<file path="config.mk">
export PLATFORM = sky130hd
export DESIGN_NAME = stuffed_packet_deframer_crc16_top
export DESIGN_NICKNAME = d
export VERILOG_FILES = /design/src/hdl/spd_crc16_pkg.sv /design/src/hdl/stuffed_packet_deframer_crc16_top.sv
export SDC_FILE = /design/constraint.sdc
export NUM_CORES = 1
export LEC_CHECK = 0
export BUFFER_PORTS_ARGS = -buffer_cell sky130_fd_sc_hd__buf_2
export CORE_UTILIZATION = 63
export CTS_CLUSTER_DIAMETER = 60
export CTS_CLUSTER_SIZE = 40
export DETAILED_ROUTE_END_ITERATION = 6
export GPL_ROUTABILITY_DRIVEN = 1
export PLACE_DENSITY = 0.83
export SKIP_CTS_REPAIR_TIMING = 1
export SYNTH_ARGS = -nofsm -noshare
export SYNTH_HDL_FRONTEND = slang
export SYNTH_SLANG_ARGS = --single-unit
export TNS_END_PERCENT = 10
</file>
<file path="constraint.sdc">
create_clock -name i_clk -period 9.1 [get_ports i_clk]
set_input_delay 2.73 -clock i_clk [delete_from_list [all_inputs] [get_ports i_clk]]
set_output_delay 2.73 -clock i_clk [all_outputs]
set_load 0.005 [all_outputs]
</file>
<file path="src/hdl/spd_crc16_pkg.sv">
// ----------------------------------------------------------------------------
// spd_crc16_pkg
// Types, symbols and the reflected CRC-16 (DNP polynomial) byte update for the stuffed deframer.
// ----------------------------------------------------------------------------
package spd_crc16_pkg;

    localparam logic [7:0]  SYM_START     = 8'hCA;
    localparam logic [7:0]  SYM_ESC       = 8'hC0;
    localparam logic [7:0]  ESC_OF_ESC    = 8'h00;
    localparam logic [7:0]  ESC_OF_START  = 8'h0A;
    localparam logic [15:0] CRC_SEED      = 16'hFFFF;
    localparam logic [15:0] CRC_POLY_REFL = 16'hA6BC;

    typedef enum logic [3:0] {
        ST_IDLE    = 4'd0,
        ST_ID      = 4'd1,
        ST_SUBID   = 4'd2,
        ST_LENGTH  = 4'd3,
        ST_PAYLOAD = 4'd4,
        ST_CRCLO   = 4'd5,
        ST_CRCHI   = 4'd6,
        ST_OK      = 4'd7,
        ST_FAIL    = 4'd8
    } t_parse_state;

    // Reflected CRC, one byte, LSB first.
    function automatic logic [15:0] crc_feed(input logic [15:0] crc, input logic [7:0] b);
        logic [15:0] c;
        c = crc ^ {8'h00, b};
        for (int k = 0; k < 8; k++) begin
            c = c[0] ? ((c >> 1) ^ CRC_POLY_REFL) : (c >> 1);
        end
        return c;
    endfunction

endpackage

</file>
<file path="src/hdl/stuffed_packet_deframer_crc16_top.sv">
// ----------------------------------------------------------------------------
// stuffed_packet_deframer_crc16_top
// Byte-stuffed frame parser with CRC-16 check (DNP polynomial, seed 0xFFFF).
//
// Takes one raw received byte per word on the input channel and returns one
// result word for each: the parser stage after that byte, the unstuffed
// payload byte when there is one (with a last-byte flag), and the stored id,
// sub-id and length of the current frame. 0xCA restarts a frame; 0xC0 0x00
// and 0xC0 0x0A stand for 0xC0 and 0xCA; any other escaped byte drops to
// idle. The CRC runs over the raw bytes from the start byte through the
// payload and is checked against the little-endian CRC that follows. One
// byte is accepted every cycle unless the result word stalls: the CRC update
// and stage decision are done in the cycle of acceptance and land in the
// result register, which the output may drain while the next byte comes in.
// ----------------------------------------------------------------------------
module stuffed_packet_deframer_crc16_top (
    input  logic       i_clk,
    input  logic       i_rst_n,
    input  logic       i_in_valid,
    output logic       o_in_ready,
    input  logic [7:0] i_raw_byte,
    output logic       o_out_valid,
    input  logic       i_out_ready,
    output logic [3:0] o_status,
    output logic       o_data_valid,
    output logic [7:0] o_data_byte,
    output logic       o_last_payload,
    output logic [7:0] o_frame_id,
    output logic [7:0] o_frame_sub_id,
    output logic [7:0] o_frame_length
);
    import spd_crc16_pkg::*;

    t_parse_state r_state, n_state;
    logic         r_esc, n_esc;
    logic [15:0]  r_crc, n_crc;
    logic [7:0]   r_count, n_count;
    logic [7:0]   r_id, n_id;
    logic [7:0]   r_sub_id, n_sub_id;
    logic [7:0]   r_length, n_length;
    logic [7:0]   r_crc_low, n_crc_low;

    logic         r_out_valid;
    logic [3:0]   r_status;
    logic         r_data_valid;
    logic [7:0]   r_data_byte;
    logic         r_last;

    logic         w_accept;
    logic         w_proceed;
    logic [7:0]   w_byte;
    logic [7:0]   w_count_inc;
    logic         w_data_valid;
    logic         w_last;

    assign o_in_ready  = !r_out_valid || i_out_ready;
    assign w_accept    = i_in_valid && o_in_ready;
    assign w_count_inc = r_count + 8'd1;

    // Next state: escape handling, CRC update and stage walk.
    always_comb begin
        n_state   = r_state;
        n_esc     = r_esc;
        n_crc     = r_crc;
        n_count   = r_count;
        n_id      = r_id;
        n_sub_id  = r_sub_id;
        n_length  = r_length;
        n_crc_low = r_crc_low;
        w_byte    = i_raw_byte;
        w_proceed = 1'b0;
        if (i_raw_byte == SYM_START) begin
            // restart; escape flag deliberately left alone
            n_crc   = crc_feed(CRC_SEED, SYM_START);
            n_state = ST_ID;
        end else begin
            if (r_state == ST_ID || r_state == ST_SUBID || r_state == ST_LENGTH ||
                r_state == ST_PAYLOAD) begin
                n_crc = crc_feed(r_crc, i_raw_byte);
            end
            if (r_esc) begin
                n_esc = 1'b0;
                if (i_raw_byte == ESC_OF_ESC || i_raw_byte == ESC_OF_START) begin
                    w_byte    = SYM_ESC | i_raw_byte;
                    w_proceed = 1'b1;
                end else begin
                    n_state = ST_IDLE;
                end
            end else if (i_raw_byte == SYM_ESC) begin
                n_esc = 1'b1;
            end else begin
                w_proceed = 1'b1;
            end
            if (w_proceed) begin
                case (r_state)
                    ST_ID: begin
                        n_id    = w_byte;
                        n_state = ST_SUBID;
                    end
                    ST_SUBID: begin
                        n_sub_id = w_byte;
                        n_state  = ST_LENGTH;
                    end
                    ST_LENGTH: begin
                        n_count  = 8'd0;
                        n_length = w_byte;
                        n_state  = (w_byte == 8'd0) ? ST_CRCLO : ST_PAYLOAD;
                    end
                    ST_PAYLOAD: begin
                        n_count = w_count_inc;
                        if (w_count_inc == r_length) begin
                            n_state = ST_CRCLO;
                        end
                    end
                    ST_CRCLO: begin
                        n_crc_low = w_byte;
                        n_state   = ST_CRCHI;
                    end
                    ST_CRCHI: begin
                        n_crc   = r_crc ^ CRC_SEED;
                        n_state = ((r_crc ^ CRC_SEED) == {w_byte, r_crc_low}) ?
                                  ST_OK : ST_FAIL;
                    end
                    default: begin
                        n_state = ST_IDLE;
                    end
                endcase
            end
        end
    end

    // Result flags for the accepted word.
    always_comb begin
        w_data_valid = w_proceed && (r_state == ST_PAYLOAD);
        w_last       = w_data_valid && (w_count_inc == r_length);
    end

    always_ff @(posedge i_clk) begin
        if (!i_rst_n) begin
            r_state     <= ST_IDLE;
            r_esc       <= 1'b0;
            r_crc       <= CRC_SEED;
            r_count     <= 8'd0;
            r_id        <= 8'd0;
            r_sub_id    <= 8'd0;
            r_length    <= 8'd0;
            r_crc_low   <= 8'd0;
            r_out_valid <= 1'b0;
        end else begin
            if (w_accept) begin
                r_state     <= n_state;
                r_esc       <= n_esc;
                r_crc       <= n_crc;
                r_count     <= n_count;
                r_id        <= n_id;
                r_sub_id    <= n_sub_id;
                r_length    <= n_length;
                r_crc_low   <= n_crc_low;
                r_out_valid <= 1'b1;
            end else if (i_out_ready) begin
                r_out_valid <= 1'b0;
            end
        end
    end

    // Result register; hold while the output side stalls.
    always_ff @(posedge i_clk) begin
        if (w_accept) begin
            r_status     <= n_state;
            r_data_valid <= w_data_valid;
            r_data_byte  <= w_data_valid ? w_byte : 8'd0;
            r_last       <= w_last;
        end
    end

    assign o_out_valid    = r_out_valid;
    assign o_status       = r_status;
    assign o_data_valid   = r_data_valid;
    assign o_data_byte    = r_data_byte;
    assign o_last_payload = r_last;
    assign o_frame_id     = r_id;
    assign o_frame_sub_id = r_sub_id;
    assign o_frame_length = r_length;

endmodule

</file>
# Word level (Yosys, flattened, before mapping)

Cells that the tools add are included.

Bits in registers: 76
Bits of input ports: 12
Output and inout port bits: 40
Logic and storage cells: 89

Add/sub/neg operators: 1
Eq/ne operators: 11
Multiplexer cells: 34
Bitwise logic cells: 11
Reduce and logical (&&, ||, !) cells: 19

Operator list:

| cell                                                            | count |
|---|---|
| 16-bit 2-to-1 mux                                               | 12 |
| 8-bit NOT with 9-bit output                                     | 8 |
| 8-bit 2-to-1 mux                                                | 4 |
| 4-bit 2-to-1 mux                                                | 6 |
| 4-bit one-hot mux with 6 select lines                           | 1 |
| 4-bit AND reduction                                             | 5 |
| 16-bit == test                                                  | 1 |
| 8-bit == test, second input constant                            | 2 |
| 8-bit logical NOT                                               | 2 |
| 16-bit NOT                                                      | 1 |
| 8-bit one-hot mux with 2 select lines                           | 1 |
| 16-bit by 8-bit XOR with 16-bit output                          | 1 |
| 4-bit by 3-bit == test with 1-bit output, second input constant | 3 |
| 1-bit 2-to-1 mux                                                | 10 |
| 8-bit by 1-bit adder with 8-bit output, second input constant   | 1 |
| 4-bit by 2-bit == test with 1-bit output, second input constant | 2 |
| 8-bit by 4-bit == test with 1-bit output, second input constant | 1 |
| 8-bit == test                                                   | 1 |
| 1-bit logical OR                                                | 5 |
| 4-bit by 1-bit == test with 1-bit output, second input constant | 1 |
| 2-bit nonzero test                                              | 2 |
| 1-bit logical AND                                               | 3 |
| 2-bit AND reduction                                             | 1 |
| 1-bit logical NOT                                               | 1 |
| 1-bit NOT                                                       | 1 |

# Depth between registers and ports, before layout

Word-level depth: 21
Depth in mapped cells: 9
Depth with buffers taken out: 7

# Least setup slack after synthesis

No wires, ideal clock.

Path kind: input -> output
From: input i_out_ready
To: output o_in_ready
Arrival: 2.932 ns
Data required time: 6.370 ns
Slack: 3.438 ns
Stages on the path: 1
Path buffers: 0
Cells stage by stage: nand2b_1

Longest elaborated chain between the ends: 1

RTL lines:

| item             | line                                    | source |
|---|---|---|
| start, declared  | stuffed_packet_deframer_crc16_top.sv:23 | `input logic i_out_ready,` |
| 1-bit logical OR | stuffed_packet_deframer_crc16_top.sv:56 | `assign o_in_ready = !r_out_valid \|\| i_out_ready;` |
| end, declared    | stuffed_packet_deframer_crc16_top.sv:20 | `output logic o_in_ready,` |

Every way passes these cells.

# Worst setup path after layout

Same ends and word-level chain as after synthesis.

==> results.cfg <==
[setup_path]
worst-setup-path-type = primary input to primary output
cp-end-kind = primary output
crit_fanout = 5
cp_cell_sequence = buf_2 -> nand2b_1 -> buf_2
cpMostUsedCell = buf_2
critPathArrivalTime_ns = 3.23
max_stage_delay_ns = 0.23
worstPathRequired_ns = 6.37
start_kind = primary input
crit_slowest_cell = nand2b_1

[cells_and_area]
syn2layout_area_growth_pct = 9.69
multi_input_area_sq_um = 2550
diodes = 0
final_cell_mix = 62 x dfxtp_1, 51 x buf_2, 49 x nor2_1
layout.cells.non_filler = 614
final-seq-area_sq_um = 1660
mostFrequentLayoutCell = dfxtp_1
nFillCells = 518
fin_util_pct = 71.5
layout-drive-gt1-share_pct = 16.9
fin_nets = 543

[place]
io_buffer_count = 51
dp_cells = 599
globalplace.congestion = 0.932
dp_hpwl_mm = 7.71

[detailed_routing]
drt_drc_violations_left = 0
antenna_left = 0
wl_mm = 11.0
via_count = 3924
drt-initial-drc-count = 431
wl_per_cell_um = 17.9
drt-pass1-iter-count = 5
avgViaCountPerCell = 6.39

[flow_run]
max_cap_violations = 0

[cts]
numCtsBuffers = 9
cts_sinks = 76
clock_path_buffers = 2
clock_latency_ns = 0.36
cts_max_level = 3
clk_pin_slew_ns = 0.08
cts_tree = yes
cts_root_buf = clkbuf_8

[yosys]
ys.flop_type = dfxtp_1
ys_types = 66
yosysWarningCount = 0
seq_area_frac_synth_pct = 37.7
synth-seq-cells = 76
async_reset_ff_share_pct = 0
syn_avg_cell_area_sq_um = 8.93
syn_nets = 506
synth_edf_count = 14
syn_inst = 493
post_synth_instance_area_sq_um = 4400

[die]
die_area_sq_um = 7330
die_width_um = 85.6
die_y_um = 85.6
initial_core_util_pct = 65.2
ios = 52
rows = 30
core_sq_um = 6760

[power]
finalPower_uw = 964
power.leakage_uw = 0.00186
ir_drop_uv = 166
cellPowerDensity_nw_per_um2 = 200

[global_route]
grtUsageTotal_pct = 31.2
grt_antenna_before_repair = 0
grt_max_degree = 41
grt_remaining_overflow = 0
grt_pass1_vias = 3542
grt_pass1_wl_mm = 17.7

[timing]
tns_ns = 0
final.setup_skew_ns = 0.00912
period_needed_ns = 5.96
rsz0062_at_grt = no
slew_violations = 0
setup_violations = 0
fmax_mhz = 168
period_share_pct = 65.4
hold_viol_final = 0
max-slew-margin-rel_pct = 18.1
worst_pin_slew_ns = 1.22

[hold_path]
min_path_type = flop to flop

[outcome]
status = complete, no violations
-- layer usage --
| metal | global-route usage (%) | wire length, um | share of wire [%] |
|---|---|---|---|
| met1 | 42.0 | 4590 | 42 |
| met2 | 48.4 | 5250 | 48 |
| met3 | 6.06 | 891 | 8.1 |
| met4 | 14.8 | 280 | 2.5 |
| met5 | 0 | 0 | 0 |
-- critical path: cells and delay by family --
family	cells	cell delay (ns)
buf+inv	2	0.26
simple gates	1	0.23
-- Yosys cell counts (all sizes together) (6+ instances only) --
library cell,count,share of area [%]
nor2,49,4.2
nand3,17,2.0
nand2,40,3.5
buf,16,2.5
inv,9,0.77
dfxtp,62,28
clkbuf,13,1.1
o21ai,26,3.0
nor3,8,0.91
mux2i,23,5.2
edfxtp,14,9.5
xnor2,41,8.6
xor2,29,5.8
a21oi,34,3.9
a31oi,7,0.99
or3,6,0.85
and2,12,1.7
-- registers in the layout, summed over array words and instances, names as in the netlist --
name and cells:
o_data_byte 8, o_data_valid 1, o_frame_id 8, o_frame_length 8, o_frame_sub_id 8, o_last_payload 1
o_out_valid 1, o_status 4, r_count 8, r_crc 16, r_crc_low 8, r_esc 1
r_state 4
-- kinds of logic (layout without fill, tap and decap cells) --
family / count (synthesis) / after routing / synth area share [%]
AND/OR/NAND/NOR: 166 / 166 / 19.4
AO/OA/AOI/OAI: 117 / 117 / 18.0
flip-flops: 76 / 76 / 37.7
XOR/XNOR: 71 / 71 / 14.9
buffers and inverters: 39 / 80 / 4.49
multiplexers: 23 / 23 / 5.23
adder cells (fa/ha/maj): 1 / 1 / 0.284
-- path summary, 6_finish.rpt --
check | endpoint | slack [ns] | cells past startpoint | start
worst max register to register | r_crc[4] | 6.34 | 6 | r_esc
worst min-delay path | o_frame_id[1] | 0.46 | 2 | o_frame_id[1]
worst max-delay path | o_in_ready | 3.14 | 3 | i_out_ready
worst min register to register | o_frame_id[1] | 0.46 | 2 | o_frame_id[1]
-- area by class of cell --
| type | instances | share of cell area [%] |
|---|---|---|
| multi-input combinational | 378 | 52.8 |
| sequential | 76 | 34.4 |
| timing repair buffer | 55 | 5.91 |
| clock buffer | 12 | 3.68 |
| tap | 80 | 2.07 |
| inverter | 10 | 0.777 |
| clock inverter | 3 | 0.363 |
-- through the flow --
| stage | hold WS, ns | cell area, sq um | setup WS [ns] |
|---|---|---|---|
| after global placement | 0.445 | 4640 | 3.19 |
| after detailed placement | 0.453 | 4640 | 3.14 |
| after CTS | 0.464 | 4830 | 3.14 |
| final | 0.463 | 4830 | 3.14 |
| after floorplan | 0.453 | 4400 | 3.44 |
| after global routing | 0.488 | 4830 | 3.13 |
-- where the power goes --
| group | internal, uW | switching [uW] | total (uW) |
|---|---|---|---|
| clock | 130 | 126 | 256 |
| combinational | 153 | 165 | 318 |
| sequential | 362 | 28.4 | 391 |
| total | 645 | 319 | 964 |
(Power assumes the default switching activity.)
